File: src/hdl/gspd_pkg.sv
`timescale 1ns / 1ps

package gspd_pkg;

    // Fixed field widths
    localparam int GAIN_W    = 16;
    localparam int FRAC_W    = 8;
    localparam int BAND_W    = 16;
    localparam int SPEED_W   = 10;
    localparam int VEL_W     = 11;
    localparam int PHASE_W   = 2;
    localparam int DATA_W    = 32;
    localparam int ADDR_W    = 5;
    localparam int REG_IDX_W = 3;

    // Velocity scaling: gains in 1/16, error in 1/2048 rotation
    localparam int QSHIFT    = 15;
    localparam int QSAT      = 1024;
    localparam int DEAD_ZONE = 20;

    localparam logic CMD_START  = 1'b0;
    localparam logic CMD_SAMPLE = 1'b1;

    typedef enum logic [PHASE_W-1:0] {
        PH_INIT  = 2'd0,
        PH_ACCEL = 2'd1,
        PH_TRACK = 2'd2
    } phase_t;

    typedef enum logic [REG_IDX_W-1:0] {
        REG_INIT_KP        = 3'd0,
        REG_INIT_KI        = 3'd1,
        REG_INIT_KD        = 3'd2,
        REG_ACCEL_KI       = 3'd3,
        REG_TRACK_KP       = 3'd4,
        REG_TRACK_KD       = 3'd5,
        REG_ACCEL_FRACTION = 3'd6,
        REG_SETTLE_BAND    = 3'd7
    } reg_idx_t;

    typedef struct packed {
        logic [GAIN_W-1:0] init_kp;
        logic [GAIN_W-1:0] init_ki;
        logic [GAIN_W-1:0] init_kd;
        logic [GAIN_W-1:0] accel_ki;
        logic [GAIN_W-1:0] track_kp;
        logic [GAIN_W-1:0] track_kd;
        logic [FRAC_W-1:0] accel_fraction;
        logic [BAND_W-1:0] settle_band;
    } cfg_t;

    // Per-word control that rides along the pipe
    typedef struct packed {
        logic               start;
        logic [SPEED_W-1:0] speed;
        logic               done;
        phase_t             phase;
    } ctl_t;

endpackage

File: src/hdl/gspd_if.sv
`timescale 1ns / 1ps

interface gspd_req_if #(
    parameter int POS_WIDTH = 32
) ();
    import gspd_pkg::*;

    logic                        valid;
    logic                        ready;
    logic                        cmd;
    logic signed [POS_WIDTH-1:0] target;
    logic [SPEED_W-1:0]          speed_limit;
    logic signed [POS_WIDTH-1:0] left_position;
    logic signed [POS_WIDTH-1:0] right_position;

    modport source (
        output valid, cmd, target, speed_limit, left_position, right_position,
        input  ready
    );
    modport sink (
        input  valid, cmd, target, speed_limit, left_position, right_position,
        output ready
    );
endinterface


File: src/hdl/gspd_loop.sv
`timescale 1ns / 1ps

module gspd_loop #(
    parameter int POS_WIDTH   = 32,
    parameter int INTEG_WIDTH = 48
) (
    input  logic                          clk,
    input  logic                          rst_n,
    input  gspd_pkg::cfg_t                cfg,
    gspd_req_if.sink                      req,
    output logic                          s1_valid,
    input  logic                          s1_ready,
    output gspd_pkg::ctl_t                s1_ctl,
    output logic signed [POS_WIDTH+1:0]   s1_err,
    output logic signed [POS_WIDTH+2:0]   s1_deriv,
    output logic signed [INTEG_WIDTH-1:0] s1_integ,
    output logic [gspd_pkg::GAIN_W-1:0]   s1_kp,
    output logic [gspd_pkg::GAIN_W-1:0]   s1_ki,
    output logic [gspd_pkg::GAIN_W-1:0]   s1_kd
);
    import gspd_pkg::*;

    localparam int ERR_W = POS_WIDTH + 2;
    localparam int DER_W = POS_WIDTH + 3;
    localparam int SAT_W = ((INTEG_WIDTH > ERR_W) ? INTEG_WIDTH : ERR_W) + 1;
    localparam int CMP_W = ERR_W + FRAC_W;
    localparam logic signed [SAT_W-1:0] IMAX =
        (SAT_W'(1) << (INTEG_WIDTH - 1)) - SAT_W'(1);
    localparam logic signed [SAT_W-1:0] IMIN = ~IMAX;

    // input register
    logic                        s0_valid_reg;
    logic                        s0_cmd_reg;
    logic signed [POS_WIDTH-1:0] s0_target_reg;
    logic [SPEED_W-1:0]          s0_speed_reg;
    logic signed [POS_WIDTH-1:0] s0_left_reg;
    logic signed [POS_WIDTH-1:0] s0_right_reg;

    // loop state
    logic signed [POS_WIDTH-1:0]   target_reg;
    logic [SPEED_W-1:0]            speed_reg;
    logic signed [ERR_W-1:0]       prev_err_reg;
    logic signed [INTEG_WIDTH-1:0] integ_reg;
    phase_t                        phase_reg;

    // stage 1 register
    logic                          s1_valid_reg;
    ctl_t                          s1_ctl_reg;
    logic signed [ERR_W-1:0]       s1_err_reg;
    logic signed [DER_W-1:0]       s1_deriv_reg;
    logic signed [INTEG_WIDTH-1:0] s1_integ_reg;
    logic [GAIN_W-1:0]             s1_kp_reg;
    logic [GAIN_W-1:0]             s1_ki_reg;
    logic [GAIN_W-1:0]             s1_kd_reg;

    logic                          s1_free;
    logic                          s1_load;
    logic                          is_start;
    logic signed [ERR_W-1:0]       tgt2;
    logic signed [ERR_W-1:0]       pos_diff;
    logic signed [ERR_W-1:0]       err;
    logic signed [DER_W-1:0]       deriv;
    logic signed [SAT_W-1:0]       isum;
    logic signed [INTEG_WIDTH-1:0] integ_next;
    logic [ERR_W-1:0]              err_mag;
    logic [ERR_W-1:0]              tgt2_mag;
    logic [CMP_W-1:0]              err_scaled;
    logic [CMP_W-1:0]              thresh;
    phase_t                        phase_next;
    logic                          done;
    logic [GAIN_W-1:0]             kp;
    logic [GAIN_W-1:0]             ki;
    logic [GAIN_W-1:0]             kd;

    assign s1_free   = !s1_valid_reg || s1_ready;
    assign s1_load   = s0_valid_reg && s1_free;
    assign req.ready = !s0_valid_reg || s1_free;
    assign is_start  = (s0_cmd_reg == CMD_START);

    always_comb
    begin
        // error in half-lsb: 2*target - (left - right)
        tgt2     = ERR_W'(target_reg) <<< 1;
        pos_diff = ERR_W'(s0_left_reg) - ERR_W'(s0_right_reg);
        err      = tgt2 - pos_diff;
        deriv    = DER_W'(err) - DER_W'(prev_err_reg);

        // saturating integrator
        isum = SAT_W'(integ_reg) + SAT_W'(err);
        if (isum > IMAX)
            integ_next = INTEG_WIDTH'(IMAX);
        else if (isum < IMIN)
            integ_next = INTEG_WIDTH'(IMIN);
        else
            integ_next = INTEG_WIDTH'(isum);

        // gain scheduling: accel while |e|*256 > frac*|2*target|
        err_mag    = err[ERR_W-1] ? -err : err;
        tgt2_mag   = tgt2[ERR_W-1] ? -tgt2 : tgt2;
        err_scaled = {err_mag, FRAC_W'(0)};
        thresh     = CMP_W'(tgt2_mag) * CMP_W'(cfg.accel_fraction);
        phase_next = (err_scaled > thresh) ? PH_ACCEL : PH_TRACK;
        done       = (err_mag <= ERR_W'(cfg.settle_band));

        case (phase_reg)
            PH_INIT:
            begin
                kp = cfg.init_kp;
                ki = cfg.init_ki;
                kd = cfg.init_kd;
            end
            PH_ACCEL:
            begin
                kp = '0;
                ki = cfg.accel_ki;
                kd = '0;
            end
            default:
            begin
                kp = cfg.track_kp;
                ki = '0;
                kd = cfg.track_kd;
            end
        endcase
    end

    always_ff @(posedge clk or negedge rst_n)
    begin
        if (!rst_n)
        begin
            s0_valid_reg <= 1'b0;
            s1_valid_reg <= 1'b0;
            target_reg   <= '0;
            speed_reg    <= '0;
            prev_err_reg <= '0;
            integ_reg    <= '0;
            phase_reg    <= PH_INIT;
        end
        else
        begin
            if (req.ready)
                s0_valid_reg <= req.valid;
            if (s1_free)
                s1_valid_reg <= s0_valid_reg;
            if (s1_load)
            begin
                if (is_start)
                begin
                    target_reg   <= s0_target_reg;
                    speed_reg    <= s0_speed_reg;
                    prev_err_reg <= '0;
                    integ_reg    <= '0;
                    phase_reg    <= PH_INIT;
                end
                else
                begin
                    prev_err_reg <= err;
                    integ_reg    <= integ_next;
                    phase_reg    <= phase_next;
                end
            end
        end
    end

    always_ff @(posedge clk)
    begin
        if (req.valid && req.ready)
        begin
            s0_cmd_reg    <= req.cmd;
            s0_target_reg <= req.target;
            s0_speed_reg  <= req.speed_limit;
            s0_left_reg   <= req.left_position;
            s0_right_reg  <= req.right_position;
        end
        if (s1_load)
        begin
            s1_ctl_reg.start <= is_start;
            s1_ctl_reg.speed <= speed_reg;
            s1_ctl_reg.done  <= done && !is_start;
            s1_ctl_reg.phase <= is_start ? PH_INIT : phase_next;
            s1_err_reg       <= err;
            s1_deriv_reg     <= deriv;
            s1_integ_reg     <= integ_next;
            s1_kp_reg        <= kp;
            s1_ki_reg        <= ki;
            s1_kd_reg        <= kd;
        end
    end

    assign s1_valid = s1_valid_reg;
    assign s1_ctl   = s1_ctl_reg;
    assign s1_err   = s1_err_reg;
    assign s1_deriv = s1_deriv_reg;
    assign s1_integ = s1_integ_reg;
    assign s1_kp    = s1_kp_reg;
    assign s1_ki    = s1_ki_reg;
    assign s1_kd    = s1_kd_reg;

endmodule

File: src/flat_wrapper.sv
// flat-port wrapper written by rule: the top's interface ports become plain ports
module gspd_loop_flat import gspd_pkg::*;
#(
    parameter int POS_WIDTH   = 32,
    parameter int INTEG_WIDTH = 48
)
  (clk, rst_n, cfg, s1_valid, s1_ready, s1_ctl, s1_err, s1_deriv, s1_integ, s1_kp, s1_ki, s1_kd, req_valid, req_cmd, req_target, req_speed_limit, req_left_position, req_right_position, req_ready);
  gspd_req_if #(.POS_WIDTH(POS_WIDTH)) req_i ();
  input  logic clk;
  input  logic rst_n;
  input  gspd_pkg::cfg_t cfg;
  output logic s1_valid;
  input  logic s1_ready;
  output gspd_pkg::ctl_t s1_ctl;
  output logic signed [POS_WIDTH+1:0] s1_err;
  output logic signed [POS_WIDTH+2:0] s1_deriv;
  output logic signed [INTEG_WIDTH-1:0] s1_integ;
  output logic [gspd_pkg::GAIN_W-1:0] s1_kp;
  output logic [gspd_pkg::GAIN_W-1:0] s1_ki;
  output logic [gspd_pkg::GAIN_W-1:0] s1_kd;
  input wire logic [$bits(req_i.valid)-1:0] req_valid;
  input wire logic [$bits(req_i.cmd)-1:0] req_cmd;
  input wire logic [$bits(req_i.target)-1:0] req_target;
  input wire logic [$bits(req_i.speed_limit)-1:0] req_speed_limit;
  input wire logic [$bits(req_i.left_position)-1:0] req_left_position;
  input wire logic [$bits(req_i.right_position)-1:0] req_right_position;
  output wire logic [$bits(req_i.ready)-1:0] req_ready;
  assign req_i.valid = req_valid;
  assign req_i.cmd = req_cmd;
  assign req_i.target = req_target;
  assign req_i.speed_limit = req_speed_limit;
  assign req_i.left_position = req_left_position;
  assign req_i.right_position = req_right_position;
  assign req_ready = req_i.ready;
  gspd_loop #(.POS_WIDTH(POS_WIDTH), .INTEG_WIDTH(INTEG_WIDTH)) u_core (.clk(clk), .rst_n(rst_n), .cfg(cfg), .req(req_i), .s1_valid(s1_valid), .s1_ready(s1_ready), .s1_ctl(s1_ctl), .s1_err(s1_err), .s1_deriv(s1_deriv), .s1_integ(s1_integ), .s1_kp(s1_kp), .s1_ki(s1_ki), .s1_kd(s1_kd));
endmodule
File: config.mk
export PLATFORM = sky130hd
export DESIGN_NAME = gspd_loop_flat
export DESIGN_NICKNAME = d
export VERILOG_FILES = /design/src/hdl/gspd_pkg.sv /design/src/hdl/gspd_if.sv /design/src/hdl/gspd_loop.sv /design/src/flat_wrapper.sv
export SDC_FILE = /design/constraint.sdc
export NUM_CORES = 1
export LEC_CHECK = 0
export BUFFER_PORTS_ARGS = -buffer_cell sky130_fd_sc_hd__buf_2
export CORE_UTILIZATION = 55
export DETAILED_ROUTE_END_ITERATION = 6
export MAX_ROUTING_LAYER = met4
export PLACE_DENSITY = 0.83
export SLEW_MARGIN = 25
export SYNTH_ARGS = -nofsm -noshare
export SYNTH_HDL_FRONTEND = slang
export SYNTH_SLANG_ARGS = --single-unit
File: constraint.sdc
create_clock -name clk -period 23.5 [get_ports clk]
set_input_delay 4.7 -clock clk [delete_from_list [all_inputs] [get_ports clk]]
set_output_delay 4.7 -clock clk [all_outputs]
set_load 0.03 [all_outputs]
# Word-level counts from Yosys, hierarchy flattened
# Cells that the tools add are included.
# word_totals
regBits,414
in_bits,231
output_inout_bits,181
elab_cells,55
# classes
addsub,6
mul,1
order_cmp,4
eq_ne,1
mux,11
bitwise_logic,1
n_reduce_logical,9
# ops
operator,count
two-way mux 48 bit,3
two-way mux 34 bit,3
case mux 16 bit (2 select lines),3
adder 48 x 34 -> 49 bit,1
"> comparator 49 x 48 -> 1 bit, second input constant",1
"less-than comparator 49 x 48 -> 1 bit, second input constant",1
> comparator 42 bit,1
multiplier 34 x 8 -> 42 bit,1
subtractor 34 x 34 -> 35 bit,1
<= comparator 34 x 16 -> 1 bit,1
negator 33 -> 34 bit,1
negator 34 bit,1
subtractor 33 x 33 -> 34 bit,1
subtractor 32 x 32 -> 33 bit,1
two-way mux 2 bit,2
logical AND 1 bit,3
"== test 2 x 1 -> 1 bit, second input constant",1
zero test 1 bit,2
zero test 2 bit,1
logical OR 1 bit,2
AND reduction 2 bit,1
inverter 1 bit,1

# Longest topological paths before layout
# Gate-level depths: netlist (run 1).
# depth
ltp_word,7
mapped_depth,41
mapped_depth_nobuf,40

# Worst setup path before layout (run 1)
# OpenSTA, ideal clock, no wires.
# synth_path
path_kind,input-to-reg
start,input cfg[19] (netlist name)
end,register u_core.phase_reg[0]
setup_ps,125
t_arrival_ps,11170
t_required_ps,23375
path_slack_ps,12205
cell_stages,31
n_path_buf,1
cell_sequence,clkbuf_1 -> nor2b_1 -> fa_1 -> fa_1 -> inv_1 -> fa_1 -> fa_1 -> inv_1 -> ha_1 -> inv_1 -> o21ai_0 -> a21oi_1 -> o21ai_0 -> a21oi_1 -> o31ai_1 -> a211oi_1 -> o41ai_1 -> a21o_1 -> a21oi_1 -> xor2_1 -> ha_1 -> a21oi_1 -> nor2b_1 -> o21ai_0 -> nand2b_1 -> a21oi_1 -> o21ai_0 -> a31oi_1 -> a21oi_1 -> and2_1 -> mux2_2
# synth_between
elab_chain_cells,4
# synth_rtl
element,line_no,source
start: declaration,flat_wrapper.sv:11,input gspd_pkg::cfg_t cfg;
multiplier 34 x 8 -> 42 bit,gspd_loop.sv:101,thresh = CMP_W'(tgt2_mag) * CMP_W'(cfg.accel_fraction);
> comparator 42 bit,gspd_loop.sv:102,phase_next = (err_scaled > thresh) ? PH_ACCEL : PH_TRACK;
two-way mux 2 bit,gspd_loop.sv:102,
two-way mux 2 bit,n/a,
end signal: assignment,gspd_loop.sv:159,phase_reg <= phase_next;
end: declaration,gspd_loop.sv:44,phase_t phase_reg;
# Every way passes these cells.
# A chain may end at the register's enable or synchronous reset.

# Final worst setup path (run 1)
# layout_path
start,input cfg[20] (netlist name)
end,register u_core.phase_reg[0]
# The elaborated chain is that of the path after synthesis.

==> results of run 1 <==
-- cell families (layout without fill, tap and decap cells) --
group / count (synthesis) / in the layout / synth area share (%)
AOI/OAI and AO/OA: 676 / 676 / 13.7
xor gates and xnor gates: 186 / 186 / 5.07
adders and majority gates: 472 / 472 / 23.3
buffers and inverters: 528 / 953 / 6.27
DFF: 414 / 414 / 36.5
muxes: 31 / 31 / 1.00
other: 2 / 11 / 0.0233
and+or+nand+nor: 875 / 875 / 14.2
-- layout by cell type (no fill, tap or decap), types with 9 or more instances in the layout --
cell type | synthesis | layout
nor2b_1 | 224 | 224
mux2i_1 | 20 | 19
nand2b_1 | 41 | 41
inv_1 | 423 | 423
o21ai_0 | 192 | 192
and3_1 | 19 | 19
buf_2 | 5 | 410
and2_1 | 33 | 31
maj3_1 | 23 | 23
fa_1 | 221 | 221
edfxtp_1 | 286 | 286
clkbuf_1 | 93 | 12
dfrtp_1 | 128 | 127
nor2_1 | 161 | 159
xor2_1 | 56 | 56
xnor2_1 | 129 | 128
a211oi_1 | 12 | 12
or3_1 | 20 | 20
a21boi_0 | 9 | 9
a22o_1 | 38 | 38
nand4_1 | 31 | 31
nor4_1 | 14 | 14
ha_1 | 228 | 228
a31oi_1 | 11 | 11
o31ai_1 | 23 | 23
o21bai_1 | 25 | 25
clkbuf_16 | 0 | 49
nand2_1 | 220 | 219
nand3_1 | 39 | 39
o22ai_1 | 13 | 13
nor3_1 | 29 | 29
o21a_1 | 20 | 20
a21o_1 | 97 | 97
a21oi_1 | 155 | 155
buf_4 | 0 | 31
mux2_2 | 11 | 11
-- critical path: cells and delay by family --
| kind | cells | cell delay (ps) |
|---|---|---|
| compound gates | 15 | 3940 |
| fa+ha+maj | 6 | 2610 |
| simple gates | 4 | 630 |
| buf+inv | 4 | 450 |
| mux | 1 | 260 |
| xor+xnor | 1 | 150 |
-- stage by stage --
stage | utilization [%] | cell area, um^2 | setup WS [ps] | std cells | hold WS (ps)
2_1_floorplan | - | 32300 | 12210 | 3190 | 421
3_3_place_gp | 60.8 | 35200 | 10900 | 4293 | 425
3_5_place_dp | 60.8 | 35200 | 10720 | 4293 | 434
4_1_cts | 63.7 | 36800 | 11350 | 4380 | 446
5_1_grt | 63.7 | 36800 | 10720 | 4381 | 459
6_report | 63.7 | 36800 | 11210 | 4383 | 443
-- worst paths after layout --
kind                                      start                    to  slack (ps)
setup / recovery                        cfg[20]   u_core.phase_reg[0]       11210
setup reg to reg           u_core.target_reg[0]   u_core.phase_reg[0]       12940
hold reg to reg             u_core.speed_reg[1]      u_core.s1_ctl[4]         440
min in group asynchronous                 rst_n  u_core.integ_reg[32]        4150
max in group asynchronous                 rst_n   u_core.phase_reg[0]       18010
hold / removal              u_core.speed_reg[1]      u_core.s1_ctl[4]         440
-- final cells by class --
| cell class | instances | area, um^2 |
|---|---|---|
| Inverter | 424 | 1600 |
| Multi-Input combinational cell | 2248 | 18500 |
| Clock inverter | 24 | 347 |
| Timing Repair Buffer | 442 | 2300 |
| Fill cell | 4622 | 21000 |
| Antenna cell | 3 | 7.51 |
| Sequential cell | 414 | 11800 |
| Clock buffer | 63 | 1300 |
| Tap cell | 765 | 957 |
-- metal layers --
metal	global-route usage, %	up-vias	routed length, um
li1	-	11700	-
met1	38.5	12200	35300
met2	45.5	980	39600
met3	5.02	183	6870
met4	11.8	0	3440
met5	-	-	0
==> results.cfg, run 1 <==
[logic_synthesis]
synth_warnings = 0
avgSynthCellArea_um2 = 10.1
synth_edf_count = 286
synthDistinctLibCells = 95
ys_top_cells_by_area = edfxtp_1 (27%), fa_1 (14%), dfrtp_1 (9.9%)
yosys.area.top_type = edfxtp_1
synthTopCellsByCount = inv_1 (423), edfxtp_1 (286), ha_1 (228), nor2b_1 (224), fa_1 (221)
ys.flop_type = edfxtp_1
netlist_area_um2 = 32300
synthCells = 3184
synth_top_area_share_pct = 26.6
seq_area_frac_synth_pct = 36.5
yosysMostFrequentCell = inv_1
async_reset_ff_share_pct = 30.9
ys_ff_latch = 414

[timing]
hold_viol = 0
fmax_mhz = 81.4
slew_headroom_pct = 30.4
min_period_ps = 12290
clock_skew_ps = 21.8
timing.final.crit_share_pct = 52.3
setup-violations-final = 0
rsz0062_at_grt = false
tightestPinTransition_ps = 1040
drv_slew = 0
fin_tns_setup_ps = 0

[clock_network]
clockBufferDepth = 3
hold_buffers = 0
cts_tree = yes
htree_levels = 2
cts_buffers = 47
insertion_delay_ps = 600
root_buffer = clkbuf_16
post-cts-setup-buffer-count = 0
cts_resized = 0
clkTransAtPathRegs_ps = 60
cts_sinks = 414

[worst_setup_path]
critical_path.slowest_cell = o41ai_1
cpPeakStageDelay_ps = 780
reg2reg_depth = 36
crit_fanout = 32
cp-start-kind = input port
endpoint_kind = flop
cp_common_cell = a21oi_1
cp.required_ps = 23990
crit_arrival_ps = 12780
crit_type = input port to flop

[grt]
grt_first_pass_wirelength_um = 133000
grt_max_degree = 133
antenna_found_initial = 3
grt_pass1_vias = 24300
grt_usage_pct = 29.4
grt-ovfl-total = 0

[route]
via_per_inst = 5.71
drt_iter0_markers = 1758
wl_per_cell_um = 19.4
ant_nets = 0
dr.pass1.iters = 5
drc = 0
vias = 25000
drt_wl_total_um = 85200

[placement]
place_congestion = 0.974
dp_hpwl_um = 64900
port_buffers = 411

[layout]
area_growth_pct = 14.1
drive_gt1_share_pct = 15.9
nNetsFinal = 4257

[die]
start_util_pct = 55.8
dieArea_um2 = 59600
core_um2 = 57800
ioPinCount = 412
die_x_um = 244
rows = 88
die_h_um = 244

[worst_hold_path]
whs_path_depth = 0
hp-class = flop to flop

[flow_run]
maxCapViolCount = 0

[outcome]
status = completed
Power of run 1 is left out: the tool's default activity adds up to more than one toggle a clock period on the data nets, which glitch-free logic cannot reach.
==> run 2, diff against run 1 <==
Settings changed: CORE_UTILIZATION 55 to 54, PLACE_DENSITY 0.83 to 0.85.
Clock period 23.5 ns to 10.9 ns, I/O delays scaled along.
==> results.cfg, run 2 (same netlist as run 1, synthesis figures left out) <==
[layout]
area_growth_pct = 13.7
layout_common_cells = inv_1 (423), buf_2 (410), edfxtp_1 (286)
drive_gt1_share_pct = 15.8
post-route-util_pct = 62.2
num-fill-cells = 4752
nNetsFinal = 4259
layout_commonest_cell = inv_1

[grt]
grt_first_pass_wirelength_um = 130000
grt_pass1_vias = 24000
antenna_found_initial = 4
grt-ovfl-total = 0
grt_usage_pct = 28.6
grt_max_degree = 127

[worst_hold_path]
hp-class = flop to flop

[clock_network]
cts_tree = yes
cts_resized = 0
post-cts-setup-buffer-count = 0
clkTransAtPathRegs_ps = 60
insertion_delay_ps = 600
htree_levels = 2
root_buffer = clkbuf_16
cts_sinks = 414
cts_buffers = 44
clockBufferDepth = 3
hold_buffers = 0

[worst_setup_path]
critPathLaunch = u_core.target_reg[0]
reg2reg_depth = 38
critical_path.slowest_cell = o41ai_1
timing.rr.start = u_core.target_reg[0]
cp-start-kind = flop
rr_endpoint = u_core.phase_reg[0]
cp.required_ps = 11380
endpoint_kind = flop
crit_fanout = 10
crit_arrival_ps = 10560
endpoint = u_core.phase_reg[0]
cpPeakStageDelay_ps = 740
r2r_slack_ps = 820
crit_type = flop to flop

[placement]
port_buffers = 411
dp_hpwl_um = 65500
place_congestion = 0.958

[timing]
setup-violations-final = 0
tightestPinTransition_ps = 983
fin_tns_setup_ps = 0
hold_viol = 0
slew_headroom_pct = 34.1
fmax_mhz = 99.2
timing.final.crit_share_pct = 92.5
rsz0062_at_grt = false
min_period_ps = 10080
drv_slew = 0
clock_skew_ps = 17.7

[route]
ant_nets = 0
drc = 0
via_per_inst = 5.70
vias = 25000
drt_iter0_markers = 2038
wl_per_cell_um = 19.4
dr.pass1.iters = 5
drt_wl_total_um = 85400

[die]
rows = 89
dieArea_um2 = 60700
ioPinCount = 412
die_x_um = 246
die_h_um = 246
start_util_pct = 54.7
core_um2 = 59000

[flow_run]
maxCapViolCount = 0

[outcome]
status = completed
==> run 2: cell types whose count changed in the layout (fill, tap and decap cells not counted), moves of 2 or more <==
cell / before / now
clkinv_4: 3 / 1
buf_4: 31 / 35
bufinv_16: 7 / 5
clkbuf_16: 49 / 44
clkbuf_1: 12 / 10
clkinv_2: 3 / 5
==> run 2: how the worst min path moves through the flow <==
stage | startpoint | cells past startpoint | end | slack (ps)
finish | u_core.speed_reg[5] | 0 | u_core.s1_ctl[8] | 440
global placement | u_core.speed_reg[7] | 0 | u_core.s1_ctl[10] | 430
CTS | u_core.speed_reg[7] | 0 | u_core.s1_ctl[10] | 450
global route | u_core.speed_reg[7] | 0 | u_core.s1_ctl[10] | 460
detailed placement | u_core.speed_reg[3] | 0 | u_core.s1_ctl[6] | 430
floorplan | u_core.speed_reg[7] | 0 | u_core.s1_ctl[10] | 420
==> run 2: routing by layer <==
metal | vias up | track usage, % | part of all wire (%)
li1 | 11700 | - | -
met1 | 12200 | 37.5 | 42
met2 | 1020 | 43.8 | 46
met3 | 165 | 5.22 | 8.4
met4 | 0 | 11.8 | 4.1
met5 | - | - | 0
==> run 2: worst max-delay path: cells and delay by family, from the launching register on <==
kind / cells / cell delay [ps]
and+or+nand+nor: 14 / 3330
muxes: 1 / 260
DFF: 1 / 470
adders and majority gates: 7 / 2870
xor gates and xnor gates: 2 / 510
buffers and inverters: 3 / 280
AOI/OAI and AO/OA: 11 / 2240
==> run 2: per-stage QoR <==
stage               hold WS (ps)  setup WS, ps  instance area, um^2  std cells
finish                       445           820                36700       4391
global route                 461           400                36700       4391
CTS                          451           988                36700       4387
detailed placement           433          1030                35200       4306
global placement             428          1220                35200       4306
floorplan                    421          2050                32300       3190
==> run 2: area by class of cell <==
class / instances / area, um^2 / share of cell area [%]
clock buffer: 57 / 1180 / 3.22
inverter: 424 / 1600 / 4.36
antenna: 4 / 10.0 / 0.0273
multi-input combinational: 2248 / 18500 / 50.5
timing repair buffer: 447 / 2340 / 6.37
clock inverter: 24 / 292 / 0.795
sequential: 414 / 11800 / 32.1
tap: 773 / 967 / 2.64
Power of run 2 is left out for the same reason.
==> run 3, diff against run 2 <==
Settings changed: ABC_AREA from default to 1, SETUP_SLACK_MARGIN from default to 0.05, SLEW_MARGIN 25 to 10.
==> results.cfg, run 3 <==
[die]
core_um2 = 61600
rows = 91
dieArea_um2 = 63300
start_util_pct = 54.6
die_h_um = 252
die_x_um = 252
ioPinCount = 412

[worst_hold_path]
hp-class = flop to flop

[logic_synthesis]
synth_top_area_share_pct = 25.5
ys_ff_latch = 414
synth_warnings = 0
netlist_area_um2 = 33600
synthDistinctLibCells = 63
yosys.area.top_type = edfxtp_1
ys.flop_type = edfxtp_1
avgSynthCellArea_um2 = 8.32
synth_edf_count = 286
synthCells = 4042
yosysMostFrequentCell = nand2_1
async_reset_ff_share_pct = 30.9
synthTopCellsByCount = nand2_1 (872), inv_1 (698), nor2_1 (483), edfxtp_1 (286), ha_1 (228)
ys_top_cells_by_area = edfxtp_1 (26%), fa_1 (13%), nand2_1 (9.7%)
seq_area_frac_synth_pct = 35.1

[outcome]
violations = DRC
status = complete, but fails checks

[flow_run]
maxCapViolCount = 0

[route]
drc = 23
drt_wl_total_um = 100000
dr.pass1.iters = 7
drt_iter0_markers = 2473
via_per_inst = 5.44
vias = 28900
ant_nets = 0
wl_per_cell_um = 18.8

[clock_network]
post-cts-setup-buffer-count = 0
cts_tree = yes
cts_buffers = 44
clkTransAtPathRegs_ps = 60
htree_levels = 2
insertion_delay_ps = 600
cts_resized = 0
clockBufferDepth = 3
hold_buffers = 0
root_buffer = clkbuf_16
cts_sinks = 414

[layout]
layout_commonest_cell = nand2_1
drive_gt1_share_pct = 14.8
instances_no_fill = 5313
nNetsFinal = 5119
layout_common_cells = nand2_1 (869), inv_1 (695), nor2_1 (482)
num-fill-cells = 5384
area_growth_pct = 13.1

[timing]
drv_slew = 0
min_period_ps = 9390
rsz0062_at_grt = false
fin_tns_setup_ps = 0
slew_headroom_pct = 21.7
timing.final.crit_share_pct = 86.1
clock_skew_ps = 53.4
setup-violations-final = 0
fmax_mhz = 107
tightestPinTransition_ps = 1170
hold_viol = 0

[worst_setup_path]
crit_type = flop to flop
critical_path.slowest_cell = xor2_1
cp-start-kind = flop
cpPeakStageDelay_ps = 770
crit_fanout = 9
crit_arrival_ps = 9890
endpoint_kind = flop
cp.required_ps = 11400
cp_common_cell = nand2_1

[placement]
port_buffers = 411
dp_cells = 5230
dp_hpwl_um = 79900
place_congestion = 1.01

[grt]
grt_usage_pct = 32.0
antenna_found_initial = 2
grt_first_pass_wirelength_um = 151000
grt_max_degree = 77
grt-ovfl-total = 0
grt_pass1_vias = 27400
-- run 3: path summary, 6_finish.rpt --
path / start / endpoint / slack [ps] / cells past startpoint
min in group asynchronous: rst_n / u_core.speed_reg[2] / 1560 / 1
max in group asynchronous: rst_n / u_core.prev_err_reg[2] / 7870 / 2
worst min register to register: u_core.speed_reg[6] / u_core.s1_ctl[9] / 440 / 0
worst min-delay path: u_core.speed_reg[6] / u_core.s1_ctl[9] / 440 / 0
worst max register to register: u_core.target_reg[0] / u_core.phase_reg[0] / 1510 / 38
worst max-delay path: u_core.target_reg[0] / u_core.phase_reg[0] / 1510 / 38
-- run 3: cell families after synthesis --
| kind of cell | Yosys count | share of synthesized area, % |
|---|---|---|
| buffers and inverters | 803 | 9.21 |
| xor gates and xnor gates | 139 | 3.67 |
| adders and majority gates | 449 | 21.6 |
| DFF | 414 | 35.1 |
| muxes | 10 | 0.335 |
| AOI/OAI and AO/OA | 473 | 8.07 |
| and+or+nand+nor | 1752 | 22.0 |
| other | 2 | 0.0223 |
-- run 3: metal layers --
layer	vias to the layer above	GRT usage (%)	routed length [um]
li1	13700	-	-
met1	13800	40.2	41000
met5	-	-	0
met3	208	5.79	8060
met2	1257	51.1	46500
met4	0	13.2	4490
-- run 3: layout make-up --
class	instances	area (um^2)	share of cell area [%]
flip-flops and latches	414	11800	31.0
well taps	837	1050	2.75
clock buffers	50	1140	3.01
multi-input cells	2831	18800	49.3
inverters	719	2710	7.12
repair buffers	429	2200	5.78
diodes	2	5.00	0.0132
clock inverters	31	373	0.980
-- run 3: per-stage QoR --
stage | worst slack (ps) | util (%) | hold slack [ps] | cell area [um^2]
after CTS | 1870 | 61.7 | 442 | 38000
after floorplan | 2660 | - | 419 | 33600
after global routing | 1060 | 61.8 | 441 | 38000
after detailed placement | 1280 | 59.3 | 433 | 36500
after global placement | 1310 | 59.3 | 424 | 36500
final | 1510 | 61.8 | 439 | 38000
-- run 3: critical path, delay by kind of cell, from the launching register on --
family	cells	cell delay [ps]
buffers and inverters	4	320
flip-flops	1	470
adder cells (fa/ha/maj)	7	2960
AO/OA/AOI/OAI	5	1190
XOR/XNOR	2	850
AND/OR/NAND/NOR	20	3530
Power of run 3 is left out for the same reason.
